`config.mk`:
```
export PLATFORM = sky130hd
export DESIGN_NAME = buddy_block_allocator
export DESIGN_NICKNAME = d
export VERILOG_FILES = /design/src/hw/rtl/bba_pkg.sv /design/src/hw/rtl/bba_ctrl.sv /design/src/hw/rtl/bba_dp.sv /design/src/hw/rtl/buddy_block_allocator.sv
export VERILOG_INCLUDE_DIRS = /design/src /design/src/hw/rtl
export SDC_FILE = /design/constraint.sdc
export NUM_CORES = 1
export LEC_CHECK = 0
export BUFFER_PORTS_ARGS = -buffer_cell sky130_fd_sc_hd__buf_2
export CORE_ASPECT_RATIO = 1.1
export CORE_MARGIN = 2
export CORE_UTILIZATION = 65
export CTS_CLUSTER_DIAMETER = 120
export CTS_CLUSTER_SIZE = 12
export DETAILED_ROUTE_END_ITERATION = 10
export PLACE_DENSITY = 0.81
export SLEW_MARGIN = 20
export SYNTH_ARGS = -nofsm -noshare
export SYNTH_HDL_FRONTEND = slang
export SYNTH_SLANG_ARGS = --single-unit
```
`constraint.sdc`:
```
create_clock -name clk_i -period 8.5 [get_ports clk_i]
set_input_delay 2.55 -clock clk_i [delete_from_list [all_inputs] [get_ports clk_i]]
set_output_delay 2.55 -clock clk_i [all_outputs]
set_load 0.1 [all_outputs]
```
`src/hw/rtl/buddy_block_allocator_defines.svh`:
```
// assertion macros used by the buddy block allocator datapath
`ifndef BUDDY_BLOCK_ALLOCATOR_DEFINES_SVH
`define BUDDY_BLOCK_ALLOCATOR_DEFINES_SVH

// antecedent holds in a cycle, consequent must hold in the same cycle
`define BBA_ASSERT_IMPLIES(lbl, ante, cons) \
  lbl: assert property (@(posedge clk_i) disable iff (!rst_ni) (ante) |-> (cons)) \
    else $error("assertion failed");

// antecedent holds in a cycle, consequent must hold in the next cycle
`define BBA_ASSERT_NEXT(lbl, ante, cons) \
  lbl: assert property (@(posedge clk_i) disable iff (!rst_ni) (ante) |=> (cons)) \
    else $error("assertion failed");

`endif

```
`src/hw/rtl/bba_pkg.sv`:
```
// types, constants and control structs of the buddy block allocator
package bba_pkg;

  localparam int POOL_UNITS = 1024;
  localparam int MIN_BLOCK  = 32;
  localparam int LEAF_COUNT = POOL_UNITS / MIN_BLOCK;
  localparam int NODE_COUNT = 2 * LEAF_COUNT - 1;
  localparam int MAX_LVL    = $clog2(LEAF_COUNT);
  localparam int NODE_W     = $clog2(NODE_COUNT);
  localparam int LVL_W      = $clog2(MAX_LVL + 1);
  localparam int OFF_W      = $clog2(POOL_UNITS);
  localparam int SIZE_W     = OFF_W + 1;

  typedef enum logic [1:0] {
    NS_ABSENT = 2'd0,
    NS_FREE   = 2'd1,
    NS_ALLOC  = 2'd2,
    NS_SPLIT  = 2'd3
  } node_st_e;

  typedef enum logic [1:0] {
    ST_DONE    = 2'd0,
    ST_NOFIT   = 2'd1,
    ST_NOBLOCK = 2'd2
  } res_status_e;

  typedef enum logic {
    ACT_ALLOC = 1'b0,
    ACT_FREE  = 1'b1
  } action_e;

  typedef enum logic [3:0] {
    S_IDLE,
    S_CHECK,
    S_A_READ,
    S_A_EVAL,
    S_A_BACK,
    S_A_SPL_L,
    S_A_SPL_R,
    S_F_READ,
    S_F_EVAL,
    S_M_READ,
    S_M_EVAL,
    S_M_W_SIB,
    S_M_W_PAR,
    S_DONE
  } state_e;

  typedef enum logic [2:0] {
    NAV_HOLD,
    NAV_LOAD,
    NAV_LEFT,
    NAV_BY_OFF,
    NAV_RIGHT_SIB,
    NAV_PARENT
  } nav_e;

  typedef enum logic [1:0] {
    RES_HOLD,
    RES_OK,
    RES_NOFIT,
    RES_NOBLOCK
  } res_e;

  typedef enum logic [2:0] {
    SEL_NODE,
    SEL_LEFT,
    SEL_RIGHT,
    SEL_SIB,
    SEL_PARENT
  } sel_e;

  typedef struct packed {
    nav_e     nav;
    res_e     res;
    logic     rd_en;
    sel_e     rd_sel;
    logic     wr_en;
    sel_e     wr_sel;
    node_st_e wr_val;
    logic     out_load;
  } cmd_t;

  typedef struct packed {
    node_st_e st;
    logic     fits;
    logic     at_min;
    logic     is_root;
    logic     is_left;
    logic     oversize;
    action_e  action;
    logic     match;
    logic     out_free;
  } sts_t;

endpackage

```
`src/hw/rtl/bba_ctrl.sv`:
```
// sequencer of the buddy block allocator: search, split, free and merge walks
module bba_ctrl (
  input  logic          clk_i,
  input  logic          rst_ni,
  input  logic          in_valid_i,
  output logic          in_ready_o,
  input  bba_pkg::sts_t sts_i,
  output bba_pkg::cmd_t cmd_o
);
  import bba_pkg::*;

  state_e state_q, state_d;

  always_ff @(posedge clk_i or negedge rst_ni) begin
    if (!rst_ni) begin
      state_q <= S_IDLE;
    end else begin
      state_q <= state_d;
    end
  end

  // next state
  always_comb begin
    state_d = state_q;
    case (state_q)
      S_IDLE: begin
        if (in_valid_i) state_d = S_CHECK;
      end
      S_CHECK: begin
        if (sts_i.action == ACT_FREE) state_d = S_F_EVAL;
        else if (sts_i.oversize)      state_d = S_DONE;
        else                          state_d = S_A_EVAL;
      end
      S_A_READ: state_d = S_A_EVAL;
      S_A_EVAL: begin
        case (sts_i.st)
          NS_FREE:  state_d = sts_i.fits ? S_A_SPL_L : S_DONE;
          NS_SPLIT: state_d = sts_i.fits ? S_A_READ : S_A_BACK;
          default:  state_d = S_A_BACK;
        endcase
      end
      S_A_BACK: begin
        if (sts_i.is_root)      state_d = S_DONE;
        else if (sts_i.is_left) state_d = S_A_READ;
      end
      S_A_SPL_L: state_d = S_A_SPL_R;
      S_A_SPL_R: state_d = S_A_READ;
      S_F_READ:  state_d = S_F_EVAL;
      S_F_EVAL: begin
        if (sts_i.st == NS_SPLIT && !sts_i.at_min)      state_d = S_F_READ;
        else if (sts_i.st == NS_ALLOC && sts_i.match)   state_d = S_M_READ;
        else                                            state_d = S_DONE;
      end
      S_M_READ:  state_d = sts_i.is_root ? S_DONE : S_M_EVAL;
      S_M_EVAL:  state_d = (sts_i.st == NS_FREE) ? S_M_W_SIB : S_DONE;
      S_M_W_SIB: state_d = S_M_W_PAR;
      S_M_W_PAR: state_d = S_M_READ;
      S_DONE: begin
        if (sts_i.out_free) state_d = S_IDLE;
      end
      default: state_d = S_IDLE;
    endcase
  end

  // outputs
  always_comb begin
    cmd_o          = '0;
    cmd_o.nav      = NAV_HOLD;
    cmd_o.res      = RES_HOLD;
    cmd_o.rd_sel   = SEL_NODE;
    cmd_o.wr_sel   = SEL_NODE;
    cmd_o.wr_val   = NS_ABSENT;
    in_ready_o     = 1'b0;
    case (state_q)
      S_IDLE: begin
        in_ready_o = 1'b1;
        if (in_valid_i) cmd_o.nav = NAV_LOAD;
      end
      S_CHECK: begin
        if (sts_i.action == ACT_ALLOC && sts_i.oversize) begin
          cmd_o.res = RES_NOFIT;
        end else begin
          cmd_o.rd_en = 1'b1;
        end
      end
      S_A_READ: cmd_o.rd_en = 1'b1;
      S_A_EVAL: begin
        case (sts_i.st)
          NS_FREE: begin
            cmd_o.wr_en = 1'b1;
            if (sts_i.fits) begin
              cmd_o.wr_val = NS_SPLIT;
            end else begin
              cmd_o.wr_val = NS_ALLOC;
              cmd_o.res    = RES_OK;
            end
          end
          NS_SPLIT: begin
            if (sts_i.fits) cmd_o.nav = NAV_LEFT;
          end
          default: ;
        endcase
      end
      S_A_BACK: begin
        if (sts_i.is_root)      cmd_o.res = RES_NOFIT;
        else if (sts_i.is_left) cmd_o.nav = NAV_RIGHT_SIB;
        else                    cmd_o.nav = NAV_PARENT;
      end
      S_A_SPL_L: begin
        cmd_o.wr_en  = 1'b1;
        cmd_o.wr_sel = SEL_LEFT;
        cmd_o.wr_val = NS_FREE;
      end
      S_A_SPL_R: begin
        cmd_o.wr_en  = 1'b1;
        cmd_o.wr_sel = SEL_RIGHT;
        cmd_o.wr_val = NS_FREE;
        cmd_o.nav    = NAV_LEFT;
      end
      S_F_READ: cmd_o.rd_en = 1'b1;
      S_F_EVAL: begin
        if (sts_i.st == NS_SPLIT && !sts_i.at_min) begin
          cmd_o.nav = NAV_BY_OFF;
        end else if (sts_i.st == NS_ALLOC && sts_i.match) begin
          cmd_o.wr_en  = 1'b1;
          cmd_o.wr_val = NS_FREE;
          cmd_o.res    = RES_OK;
        end else begin
          cmd_o.res = RES_NOBLOCK;
        end
      end
      S_M_READ: begin
        if (!sts_i.is_root) begin
          cmd_o.rd_en  = 1'b1;
          cmd_o.rd_sel = SEL_SIB;
        end
      end
      S_M_EVAL: begin
        if (sts_i.st == NS_FREE) begin
          cmd_o.wr_en  = 1'b1;
          cmd_o.wr_val = NS_ABSENT;
        end
      end
      S_M_W_SIB: begin
        cmd_o.wr_en  = 1'b1;
        cmd_o.wr_sel = SEL_SIB;
        cmd_o.wr_val = NS_ABSENT;
      end
      S_M_W_PAR: begin
        cmd_o.wr_en  = 1'b1;
        cmd_o.wr_sel = SEL_PARENT;
        cmd_o.wr_val = NS_FREE;
        cmd_o.nav    = NAV_PARENT;
      end
      S_DONE: cmd_o.out_load = sts_i.out_free;
      default: ;
    endcase
  end

endmodule

```
`src/hw/rtl/bba_dp.sv`:
```
// datapath of the buddy block allocator: node state memory, walk registers, result
module bba_dp (
  input  logic                   clk_i,
  input  logic                   rst_ni,
  input  logic                   action_i,
  input  logic [10:0]            request_size_i,
  input  logic [9:0]             free_offset_i,
  input  bba_pkg::cmd_t          cmd_i,
  output bba_pkg::sts_t          sts_o,
  output logic                   out_valid_o,
  input  logic                   out_ready_i,
  output logic [1:0]             status_o,
  output logic [9:0]             block_offset_o,
  output logic [10:0]            block_size_o
);
  import bba_pkg::*;
  `include "buddy_block_allocator_defines.svh"

  localparam logic [SIZE_W-1:0] POOL_SIZE = SIZE_W'(POOL_UNITS);

  // node state memory, entries not yet written read as their reset state
  node_st_e              mem_q [NODE_COUNT];
  logic [NODE_COUNT-1:0] vld_q;
  node_st_e              rd_data_q;
  logic                  rd_vld_q;
  logic                  rd_root_q;

  action_e           action_q;
  logic [SIZE_W-1:0] req_q;
  logic [OFF_W-1:0]  foff_q;
  logic [NODE_W-1:0] node_q, node_d;
  logic [LVL_W-1:0]  lvl_q, lvl_d;
  logic [OFF_W-1:0]  start_q, start_d;

  res_status_e       res_st_q;
  logic [OFF_W-1:0]  res_off_q;
  logic [SIZE_W-1:0] res_size_q;

  logic              out_valid_q;
  res_status_e       out_st_q;
  logic [OFF_W-1:0]  out_off_q;
  logic [SIZE_W-1:0] out_size_q;

  logic [SIZE_W-1:0] size;
  logic [SIZE_W-1:0] half;
  logic [NODE_W-1:0] left_n, right_n, sib_n, parent_n;
  logic [NODE_W-1:0] raddr, waddr;
  logic [SIZE_W-1:0] mid;
  logic              go_right;
  node_st_e          rd_st;

  assign size     = POOL_SIZE >> lvl_q;
  assign half     = size >> 1;
  assign left_n   = NODE_W'({node_q, 1'b1});
  assign right_n  = left_n + NODE_W'(1);
  assign sib_n    = node_q[0] ? node_q + NODE_W'(1) : node_q - NODE_W'(1);
  assign parent_n = (node_q - NODE_W'(1)) >> 1;
  assign mid      = {1'b0, start_q} + half;
  assign go_right = {1'b0, foff_q} >= mid;

  function automatic logic [NODE_W-1:0] pick(sel_e sel, logic [NODE_W-1:0] n,
                                             logic [NODE_W-1:0] l, logic [NODE_W-1:0] r,
                                             logic [NODE_W-1:0] s, logic [NODE_W-1:0] p);
    logic [NODE_W-1:0] a;
    case (sel)
      SEL_LEFT:   a = l;
      SEL_RIGHT:  a = r;
      SEL_SIB:    a = s;
      SEL_PARENT: a = p;
      default:    a = n;
    endcase
    return a;
  endfunction

  assign raddr = pick(cmd_i.rd_sel, node_q, left_n, right_n, sib_n, parent_n);
  assign waddr = pick(cmd_i.wr_sel, node_q, left_n, right_n, sib_n, parent_n);

  always_ff @(posedge clk_i) begin
    if (cmd_i.wr_en) begin
      mem_q[waddr] <= cmd_i.wr_val;
    end
    if (cmd_i.rd_en) begin
      rd_data_q <= mem_q[raddr];
      rd_vld_q  <= vld_q[raddr];
      rd_root_q <= (raddr == '0);
    end
  end

  always_ff @(posedge clk_i or negedge rst_ni) begin
    if (!rst_ni) begin
      vld_q <= '0;
    end else if (cmd_i.wr_en) begin
      vld_q[waddr] <= 1'b1;
    end
  end

  assign rd_st = rd_vld_q ? rd_data_q : (rd_root_q ? NS_FREE : NS_ABSENT);

  // walk position
  always_comb begin
    node_d  = node_q;
    lvl_d   = lvl_q;
    start_d = start_q;
    case (cmd_i.nav)
      NAV_LOAD: begin
        node_d  = '0;
        lvl_d   = '0;
        start_d = '0;
      end
      NAV_LEFT: begin
        node_d = left_n;
        lvl_d  = lvl_q + LVL_W'(1);
      end
      NAV_BY_OFF: begin
        lvl_d = lvl_q + LVL_W'(1);
        if (go_right) begin
          node_d  = right_n;
          start_d = mid[OFF_W-1:0];
        end else begin
          node_d = left_n;
        end
      end
      NAV_RIGHT_SIB: begin
        node_d  = node_q + NODE_W'(1);
        start_d = start_q + size[OFF_W-1:0];
      end
      NAV_PARENT: begin
        node_d = parent_n;
        lvl_d  = lvl_q - LVL_W'(1);
        if (!node_q[0]) start_d = start_q - size[OFF_W-1:0];
      end
      default: ;
    endcase
  end

  always_ff @(posedge clk_i) begin
    node_q  <= node_d;
    lvl_q   <= lvl_d;
    start_q <= start_d;
    if (cmd_i.nav == NAV_LOAD) begin
      action_q <= action_e'(action_i);
      req_q    <= (request_size_i == '0) ? SIZE_W'(1) : request_size_i;
      foff_q   <= free_offset_i;
    end
    case (cmd_i.res)
      RES_OK: begin
        res_st_q   <= ST_DONE;
        res_off_q  <= start_q;
        res_size_q <= size;
      end
      RES_NOFIT: begin
        res_st_q   <= ST_NOFIT;
        res_off_q  <= '0;
        res_size_q <= '0;
      end
      RES_NOBLOCK: begin
        res_st_q   <= ST_NOBLOCK;
        res_off_q  <= '0;
        res_size_q <= '0;
      end
      default: ;
    endcase
    if (cmd_i.out_load) begin
      out_st_q   <= res_st_q;
      out_off_q  <= res_off_q;
      out_size_q <= res_size_q;
    end
  end

  always_ff @(posedge clk_i or negedge rst_ni) begin
    if (!rst_ni) begin
      out_valid_q <= 1'b0;
    end else if (cmd_i.out_load) begin
      out_valid_q <= 1'b1;
    end else if (out_ready_i) begin
      out_valid_q <= 1'b0;
    end
  end

  assign sts_o.st       = rd_st;
  assign sts_o.fits     = (half >= req_q) && (lvl_q != LVL_W'(MAX_LVL));
  assign sts_o.at_min   = (lvl_q == LVL_W'(MAX_LVL));
  assign sts_o.is_root  = (node_q == '0);
  assign sts_o.is_left  = node_q[0];
  assign sts_o.oversize = (req_q > POOL_SIZE);
  assign sts_o.action   = action_q;
  assign sts_o.match    = (start_q == foff_q);
  assign sts_o.out_free = !out_valid_q || out_ready_i;

  assign out_valid_o    = out_valid_q;
  assign status_o       = out_st_q;
  assign block_offset_o = out_off_q;
  assign block_size_o   = out_size_q;

  `BBA_ASSERT_IMPLIES(a_ok_size_pow2, out_valid_q && out_st_q == ST_DONE, $onehot(out_size_q))
  `BBA_ASSERT_IMPLIES(a_ok_aligned, out_valid_q && out_st_q == ST_DONE,
                      ({1'b0, out_off_q} & (out_size_q - SIZE_W'(1))) == '0)
  `BBA_ASSERT_IMPLIES(a_fail_zero, out_valid_q && out_st_q != ST_DONE,
                      out_off_q == '0 && out_size_q == '0)
  `BBA_ASSERT_IMPLIES(a_wr_in_tree, cmd_i.wr_en, waddr < NODE_W'(NODE_COUNT))
  `BBA_ASSERT_NEXT(a_out_held, out_valid_q && !out_ready_i, out_valid_q && $stable(out_st_q))

endmodule

```
`src/hw/rtl/buddy_block_allocator.sv`:
```
// Buddy allocator over a 1024-unit pool with 32-unit minimum blocks. One request is
// worked at a time; its result sits in an output register while the next request is
// taken. The 63 node states live in a one-write, one-read memory with a registered
// read, so every node visit of the walk is a read state followed by an evaluate state.
// An allocate inspects nodes on the way down, splits a free block that is too large and
// steps back up the tree from a subtree with no fit; an oversized request is refused
// without a walk. A free walks down by offset to its block and releases it; the
// release then merges the freed block with its free buddy level by level. A new result
// waits in S_DONE while the previous one is still held in the output register.
// Per-entry valid bits give the reset state at once: no clearing pass.
module buddy_block_allocator (
  input  logic        clk_i,
  input  logic        rst_ni,
  input  logic        in_valid_i,
  output logic        in_ready_o,
  input  logic        action_i,
  input  logic [10:0] request_size_i,
  input  logic [9:0]  free_offset_i,
  output logic        out_valid_o,
  input  logic        out_ready_i,
  output logic [1:0]  status_o,
  output logic [9:0]  block_offset_o,
  output logic [10:0] block_size_o
);
  import bba_pkg::*;

  cmd_t cmd;
  sts_t sts;

  bba_ctrl u_ctrl (
    .clk_i      (clk_i),
    .rst_ni     (rst_ni),
    .in_valid_i (in_valid_i),
    .in_ready_o (in_ready_o),
    .sts_i      (sts),
    .cmd_o      (cmd)
  );

  bba_dp u_dp (
    .clk_i          (clk_i),
    .rst_ni         (rst_ni),
    .action_i       (action_i),
    .request_size_i (request_size_i),
    .free_offset_i  (free_offset_i),
    .cmd_i          (cmd),
    .sts_o          (sts),
    .out_valid_o    (out_valid_o),
    .out_ready_i    (out_ready_i),
    .status_o       (status_o),
    .block_offset_o (block_offset_o),
    .block_size_o   (block_size_o)
  );

endmodule
```
==> impl_metrics.toml, run 1 <==
[critical_path]
crit_fanout = 24
cpPeakStageDelay_ns = 0.64
cp_common_cell = "a21oi_1"
crit_type = "input port to flip-flop"
timing.rr.start = "u_dp.node_q[0]"
cp.arrival_ns = 5.67
reg2regPathDepth = 17
critPathSlowestCell = "nor4_1"
required_ns = 8.77
cp-start-kind = "input port"
r2r_setup_slack_ns = 3.46
crit_path_end_kind = "flip-flop"
cp_cell_sequence = "buf_2 -> and2_1 -> buf_4 -> nor4_1 -> nor2_1 -> a21o_1 -> ha_1 -> o21a_1 -> o21ai_0 -> nand2b_1 -> a21oi_1 -> o21bai_1 -> a21oi_1 -> xnor2_1 -> o2bb2ai_1"
r2r-end = "u_dp.start_q[9]"

[yosys]
ys_ff_latch = 279
synthAdderAreaFrac_pct = 3.23
async_flop_share_pct = 24.4
synth_top_area_cell = "edfxtp_1"
synth_top_family_by_area = "compound AO/OA/AOI/OAI gates"
synth_compound_area_share_pct = 16.6
synth_cells = 1222
synth_xor_xnor_area_share_pct = 2.07
synthTopCellsByArea = "edfxtp_1 45%, dfrtp_1 12%, nand2_1 3.1%"
seq_area_frac_synth_pct = 57.6
synth_warnings = 0
synth.avg_cell_area_um2 = 11.4
synth_simple_gate_area_share_pct = 13.0
synth_edf_count = 211
synth_top_area_share_pct = 45.4
synth_ff_type = "edfxtp_1"
ys_types = 85
synth_area_um2 = 14000
muxShareOfSynthArea_pct = 2.87

[clock_network]
clk_latency_ns = 0.54
cts_tree = "yes"
cts_buffer_depth = 3
numCtsBuffers = 27
cts_num_sinks = 279
cts_resized = 0
path_clk_slew_ns = 0.06
ctsHoldBuffers = 0
postCtsSetupBuffers = 0
htree_levels = 1
cts.root.buffer_cell = "clkbuf_16"

[sta]
hold_viol = 0
fin_worst_skew_ns = 0.0133
fin_tns_setup_ns = 0
rsz0062_at_grt = "no"
slew_headroom_pct = 24.1
fmax_mhz = 185
tightestPinTransition_ns = 1.14
min_period_over_period_pct = 63.6
slew_viol_final = 0
setup_viol = 0
fin_crit_ns = 5.40

[pwr]
ir_drop_mv = 0.305
power.density_nw_per_um2 = 418
p_leak_nw = 5.61

[floorplanning]
rows = 56
die_y_um = 158
dieArea_um2 = 22700
start_util_pct = 65.7
core_um2 = 21200
fp.dieW_um = 144
ioPinCount = 51

[routing]
wl_met1_um = 13000
first_pass_iters = 8
vias = 10000
ant_nets = 0
wl_met3_um = 2720
highest_layer = "met4"
drt_iter0_markers = 1130
avgRoutedWirePerCell_um = 21.4
met2_length_um = 16100
drt-total-wl_um = 32800
detail_route.vias_per_cell = 6.55
drc = 0

[worst_hold_path]
min_to = "u_dp.block_size_o[4]"
holdCritPathClass = "flip-flop to flip-flop"
hold_depth = 0
hold_path.startpoint = "u_dp.res_size_q[4]"

[grt]
grt_max_degree = 69
grt_pass1_vias = 9591
overflow = 0
antenna_found_initial = 0
grt_use_total_pct = 29.1
grt_pass1_wl_um = 51100

[run_status]
status = "complete, no violations"

[finish]
drive_above_1_share_pct = 9.75
final_common_cell = "edfxtp_1"
final_cell_mix = "211 x edfxtp_1, 116 x nand2_1, 114 x nor2_1"
nets = 1281
area_growth_pct = 7.49
n_antenna_cell = 0
final_util_pct = 70.7

[placed_design]
place_congestion = 0.968
hpwl_um = 21800
port-buffer-count = 47

[flow_run]
max_cap_viol_count = 0
-- worst max path at each step --
stage,startpoint,endpoint,cells past startpoint
final,in_valid_i,u_dp.start_q[9],15
after global routing,in_valid_i,u_dp.start_q[9],15
after CTS,in_valid_i,u_dp.start_q[9],15
after detailed placement,in_valid_i,u_dp.start_q[9],15
after global placement,in_valid_i,u_dp.start_q[9],15
after floorplan,u_ctrl.state_q[1],u_dp.start_q[9],15
-- worst max-delay path: cells and delay by family --
kind,cells,cell delay [ns]
compound gates,7,1.26
xor+xnor,1,0.08
simple gates,4,1.15
buf+inv,2,0.32
fa+ha+maj,1,0.29
-- through the flow --
stage | setup slack (ns) | area [um^2] | power (W) | instances | hold WS [ns]
floorplan | 2.64 | 14000 | 0.00440 | 1224 | 0.400
global placement | 2.76 | 14200 | 0.00501 | 1482 | 0.400
detailed placement | 2.64 | 14200 | 0.00512 | 1482 | 0.405
CTS | 3.20 | 15000 | 0.00620 | 1531 | 0.420
global route | 2.96 | 15000 | 0.00659 | 1531 | 0.422
finish | 3.10 | 15000 | 0.00626 | 1531 | 0.419
-- cells in the mapped netlist (all sizes together), types with 4 or more instances --
library cell and count:
edfxtp 211, nand2 116, nor2 116, dfrtp 68, buf 57, o21bai 54
inv 47, a21oi 45, o21ai 44, clkbuf 36, ha 32, nand3 30
a211oi 25, xnor2 24, mux2i 22, nor3 22, nor3b 16, and2 15
o22ai 15, a21o 14, nand2b 14, o211ai 12, o21a 12, a221oi 10
a311oi 10, a31oi 10, nand4 10, a22oi 9, xor2 9, mux2 8
o31ai 8, nor2b 7, or3 7, a32o 6, and3 5, nor4 5
o41ai 5, a2111o 4, a211o 4, a21boi 4, mux4 4, nand3b 4
o311ai 4
-- metal layers --
| layer | up-vias | GRT usage (%) |
|---|---|---|
| met2 | 510 | 48.6 |
| met3 | 85 | 4.20 |
| met1 | 4901 | 39.4 |
| met4 | 0 | 9.94 |
| li1 | 4529 | - |
| met5 | - | 0 |
-- area by class of cell --
type                    count  area, um^2
inverters                  47         176
clock inverters             2        20.0
clock buffers              47         751
flip-flops and latches    279        8040
well taps                 290         363
repair buffers             61         340
multi-input cells         805        5310
fillers                  1476        6230
-- registers in the layout (all words and copies together) (netlist names), 3 cells and up --
register	cells
u_dp.mem_q	126
u_dp.vld_q	63
u_dp.req_q	11
u_dp.block_offset_o	10
u_dp.foff_q	10
u_dp.res_off_q	10
u_dp.start_q	10
u_dp.block_size_o	8
u_dp.res_size_q	8
u_dp.node_q	6
u_ctrl.state_q	4
u_dp.lvl_q	3
-- cell families (layout without fill, tap and decap cells) --
| kind of cell | Yosys count | in the layout |
|---|---|---|
| muxes | 34 | 34 |
| xor gates and xnor gates | 33 | 33 |
| adders and majority gates | 35 | 35 |
| DFF | 279 | 279 |
| and+or+nand+nor | 379 | 379 |
| other | 1 | 3 |
| buffers and inverters | 140 | 157 |
| AOI/OAI and AO/OA | 321 | 321 |
-- power by group --
part / internal, W / switching, W / total, W
sequential: 0.00190 / 0.000289 / 0.00219
combinational: 0.00101 / 0.00198 / 0.00299
clock: 0.000597 / 0.000489 / 0.00109
No activity file was read; power rests on OpenSTA's default activity.
==> run 2, diff against run 1 <==
CORE_UTILIZATION = 62   (was 65)
PLACE_DENSITY = 0.78   (was 0.81)
clock period = 5.6 ns   (was 8.5 ns; I/O delays follow)
==> run 2 against run 1 <==
Via count decreased by 0.17%; count of clock-buffer cells in the layout increased by 1; hold slack about the same; sequential share of layout area decreased by 0.40 points; die area is 4.7% higher.
==> impl_metrics.toml, run 2 (synthesis results as in run 1) <==
[placed_design]
port-buffer-count = 47
place_congestion = 0.965
placed_area_um2 = 14300
hpwl_um = 22700
place_ws_ns = 1.15

[critical_path]
timing.rr.start = "u_dp.node_q[1]"
crit_path_end_kind = "flip-flop"
crit_type = "flip-flop to flip-flop"
cp.arrival_ns = 4.60
crit_path_start = "u_dp.node_q[1]"
r2r_setup_slack_ns = 1.29
required_ns = 5.88
crit_fanout = 15
cp-start-kind = "flip-flop"

[routing]
first_pass_iters = 7
drt_iter0_markers = 1098
vias = 10000
ant_nets = 0
avgRoutedWirePerCell_um = 21.8
detail_route.vias_per_cell = 6.46
drt-total-wl_um = 33700
drc = 0

[grt]
grt_pass1_wl_um = 53500
grt_pass1_vias = 10000
antenna_found_initial = 0
overflow = 0
grt_max_degree = 64
grt_use_total_pct = 28.8

[finish]
final_cell_mix = "211 x edfxtp_1, 116 x nand2_1, 114 x nor2_1"
largest_reg_flops = 126
reg_top3 = "u_dp.mem_q x126, u_dp.vld_q x63, u_dp.req_q x11"
fillCellCount = 1638
final_util_pct = 68.4
area_growth_pct = 8.30
n_antenna_cell = 0
design_area_um2 = 15100
drive_above_1_share_pct = 10.7
registers.top_by_ff_count = "u_dp.mem_q"
nets = 1293
final_common_cell = "edfxtp_1"

[pwr]
ir_drop_mv = 0.415
power.density_nw_per_um2 = 637
power_w = 0.00962
p_leak_nw = 5.68

[floorplanning]
start_util_pct = 63.1
dieArea_um2 = 23700
ioPinCount = 51
rows = 57
die_y_um = 161
fp.dieW_um = 147
core_um2 = 22100

[worst_hold_path]
holdCritPathClass = "flip-flop to flip-flop"
hold_path.startpoint = "u_dp.res_off_q[0]"

[clock_network]
cts_buffer_depth = 3
htree_levels = 1
cts.root.buffer_cell = "clkbuf_16"
cts_num_sinks = 279
clk_latency_ns = 0.56
cts_tree = "yes"
postCtsSetupBuffers = 0
cts_resized = 0
path_clk_slew_ns = 0.07
ctsHoldBuffers = 0
numCtsBuffers = 27

[flow_run]
max_cap_viol_count = 0

[sta]
fin_tns_setup_ns = 0
slew_viol_final = 0
hold_viol = 0
fin_worst_skew_ns = 0.0112
rsz0062_at_grt = "no"
fin_crit_ns = 4.31
fmax_mhz = 232
slew_headroom_pct = 30.2
min_period_over_period_pct = 77.0
tightestPinTransition_ns = 1.04
setup_viol = 0
setup_ws_ns = 1.29

[run_status]
status = "complete, no violations"
-- run 2: changes by cell type in the layout (fill, tap and decap cells not counted), sizes merged --
cell    previous run  this run
buf               61        73
clkbuf            47        48
-- run 2: per-layer routing --
metal / track usage, % / vias to the layer above / routed length (um)
met5: 0 / - / 0
met4: 11.8 / 0 / 1250
met3: 4.92 / 106 / 2440
met2: 51.5 / 483 / 17200
met1: 34.9 / 4871 / 12800
li1: - / 4548 / -
-- run 2: per-stage QoR --
stage	std cells	hold WS [ns]
after global placement	1498	0.402
after detailed placement	1498	0.406
after floorplan	1224	0.400
final	1549	0.419
after CTS	1548	0.424
after global routing	1549	0.428
-- run 2: power by group --
part,switching [W],leakage [nW],total (W),internal [W]
combinational,0.00310,2.38,0.00469,0.00159
clock,0.000754,0.373,0.00167,0.000914
sequential,0.000389,2.92,0.00327,0.00288
total,0.00424,5.68,0.00962,0.00538
-- run 2: final cells by class --
cell class / instances / area (um^2) / share of cell area [%]
well taps: 295 / 369 / 2.44
clock inverters: 2 / 31.3 / 0.207
flip-flops and latches: 279 / 8040 / 53.2
repair buffers: 73 / 428 / 2.83
clock buffers: 48 / 754 / 4.99
multi-input cells: 805 / 5320 / 35.2
inverters: 47 / 176 / 1.17
-- run 2: critical path, cell delays in order (launching register included) --
cell and delay (ns):
edfxtp_1 0.71, inv_1 0.19, ha_1 0.25, nand2b_1 0.16
nor2_4 0.10, nor4_1 0.41, nor4_1 0.10, buf_4 0.16
nor2_1 0.29, a21o_1 0.18, ha_1 0.23, o21a_1 0.13
o21ai_0 0.23, nand2b_1 0.13, a21oi_1 0.24, o21bai_1 0.12
a21oi_1 0.18, xnor2_1 0.08, o2bb2ai_1 0.13
-- run 2: path summary, 6_finish.rpt --
path,end,cells after the start
setup / recovery,u_dp.start_q[9],18
hold / removal,u_dp.block_offset_o[0],0
setup reg to reg,u_dp.start_q[9],18
hold reg to reg,u_dp.block_offset_o[0],0
max in group asynchronous,u_dp.vld_q[57],2
min in group asynchronous,u_ctrl.state_q[0],1
==> run 3, diff against run 2 <==
ABC_AREA = 1   (was not set)
clock period = 4.4 ns   (was 5.6 ns; I/O delays follow)
==> run 3 against run 2 <==
Die area grew 1.1%; via count grew 5.7%; sequential share of layout area shrank 0.66 points; largest cell class unchanged; highest routed layer unchanged.
==> impl_metrics.toml, run 3 <==
[floorplanning]
rows = 57
ioPinCount = 51
start_util_pct = 63.5
dieArea_um2 = 24000
core_um2 = 22300
die_y_um = 162
fp.dieW_um = 148

[placed_design]
place_congestion = 0.943
port-buffer-count = 47
hpwl_um = 21800

[grt]
antenna_found_initial = 0
grt_use_total_pct = 28.1
grt_max_degree = 94
overflow = 0
grt_pass1_wl_um = 53100
grt_pass1_vias = 10400

[critical_path]
cp.arrival_ns = 4.20
crit_type = "flip-flop to flip-flop"
reg2regPathDepth = 29
crit_path_end_kind = "flip-flop"
cp-start-kind = "flip-flop"
cp_common_cell = "nand2_1"
required_ns = 4.71
crit_fanout = 8
critPathSlowestCell = "edfxtp_1"
cpPeakStageDelay_ns = 0.52

[sta]
slew_viol_final = 0
slew_headroom_pct = 35.7
rsz0062_at_grt = "no"
hold_viol = 0
tightestPinTransition_ns = 0.964
fin_crit_ns = 3.89
min_period_over_period_pct = 88.3
fmax_mhz = 257
fin_tns_setup_ns = 0
setup_viol = 0
fin_worst_skew_ns = 0.0174

[clock_network]
numCtsBuffers = 27
cts_num_sinks = 279
cts.root.buffer_cell = "clkbuf_16"
path_clk_slew_ns = 0.07
htree_levels = 1
cts_tree = "yes"
clk_latency_ns = 0.55
cts_buffer_depth = 3
ctsHoldBuffers = 0

[pwr]
ir_drop_mv = 0.439
p_leak_nw = 6.71
power_w = 0.0123
power.density_nw_per_um2 = 801

[finish]
n_antenna_cell = 0
fillCellCount = 1742
final_common_cell = "nand2_1"
drive_above_1_share_pct = 11.4
reg_top3 = "u_dp.mem_q x126, u_dp.vld_q x63, u_dp.req_q x11"
registers.top_by_ff_count = "u_dp.mem_q"
final_cell_mix = "346 x nand2_1, 215 x inv_1, 211 x edfxtp_1"
area_growth_pct = 8.39
largest_reg_flops = 126
nets = 1614

[yosys]
synth_top_area_cell = "edfxtp_1"
ys_types = 48
synthTopCellsByArea = "edfxtp_1 45%, dfrtp_1 12%, nand2_1 9.2%"
synth.most_common_cell = "nand2_1"
synth_cells = 1528
seq_area_frac_synth_pct = 56.9
synth.avg_cell_area_um2 = 9.24
synth_warnings = 0
async_flop_share_pct = 24.4
synth_edf_count = 211
synth_ff_type = "edfxtp_1"
synth_area_um2 = 14100
synth_common_cells = "347 x nand2_1, 216 x inv_1, 211 x edfxtp_1"
ys_ff_latch = 279
synth_top_area_share_pct = 44.9

[routing]
first_pass_iters = 5
vias = 10600
drc = 0
drt-total-wl_um = 33500
ant_nets = 0
detail_route.vias_per_cell = 5.65
drt_iter0_markers = 961
avgRoutedWirePerCell_um = 17.9

[worst_hold_path]
hold_depth = 0
holdCritPathClass = "flip-flop to flip-flop"

[run_status]
status = "complete, no violations"

[flow_run]
max_cap_viol_count = 0
run 3: changes by cell type after synthesis, sizes merged, moves of 22 or more:
cell / change
a21oi: -23
mux2i: -22
nor2: +33
o21ai: +55
o21bai: -45
nand3: +143
inv: +182
nand2: +244
run 3: final cells by class:
cell class / count / area [um^2] / share of cell area (%)
Multi-Input combinational cell: 947 / 4830 / 31.5
Tap cell: 295 / 369 / 2.41
Inverter: 229 / 865 / 5.65
Timing Repair Buffer: 70 / 433 / 2.83
Clock inverter: 2 / 20.0 / 0.131
Sequential cell: 279 / 8040 / 52.5
Clock buffer: 48 / 754 / 4.93
run 3: what timing repair did:
item                                    4_1_cts  5_1_grt
endpoints found under the setup margin        0        1
resized for setup                             0        3
buffers inserted                              0        1
endpoints found under the hold margin         0        0
run 3: cell families (layout without fill, tap and decap cells):
family | after synthesis | after routing | share of synthesized area, %
other | 1 | 3 | 0.0266
AO/OA/AOI/OAI | 176 | 176 | 7.66
AND/OR/NAND/NOR | 719 | 719 | 22.3
adder cells (fa/ha/maj) | 34 | 34 | 3.12
XOR/XNOR | 15 | 15 | 0.930
buffers and inverters | 304 | 349 | 9.07
flip-flops | 279 | 279 | 56.9
run 3: worst paths after layout:
kind                                   start                      to  slack (ns)
setup reg to reg               u_dp.lvl_q[2]         u_dp.start_q[9]        0.51
hold / removal             u_dp.res_off_q[5]  u_dp.block_offset_o[5]        0.42
hold reg to reg            u_dp.res_off_q[5]  u_dp.block_offset_o[5]        0.42
setup / recovery               u_dp.lvl_q[2]         u_dp.start_q[9]        0.51
min in group asynchronous             rst_ni          u_dp.vld_q[56]        0.76
max in group asynchronous             rst_ni          u_dp.vld_q[43]        2.61
run 3: metrics by stage:
stage          std cells  instance area (um^2)  setup WS [ns]  utilization, %  hold slack (ns)
2_1_floorplan       1530                 14100          0.505               -            0.400
3_3_place_gp        1819                 14500          0.578            65.2            0.401
3_5_place_dp        1819                 14500          0.436            65.2            0.405
4_1_cts             1869                 15300          0.425            68.7            0.419
5_1_grt             1870                 15300        0.00466            68.8            0.429
6_report            1870                 15300          0.513            68.8            0.416
run 3: critical path, delay by kind of cell (launching register included):
family	cells	cell delay [ns]
buf+inv	3	0.24
simple gates	20	1.78
compound gates	4	0.56
fa+ha+maj	2	0.54
flops	1	0.52
run 3: routing by layer:
metal	vias to the layer above	part of all wire, %	GRT usage [%]
li1	5071	-	-
met1	5053	39	34.8
met2	370	51	50.3
met3	80	6.1	3.40
met4	0	3.6	11.6
met5	-	0	0
run 3: power by group:
part / leakage (nW) / switching [W] / internal, W
clock: 0.368 / 0.000960 / 0.00116
combinational: 3.56 / 0.00446 / 0.00177
sequential: 2.79 / 0.000287 / 0.00363
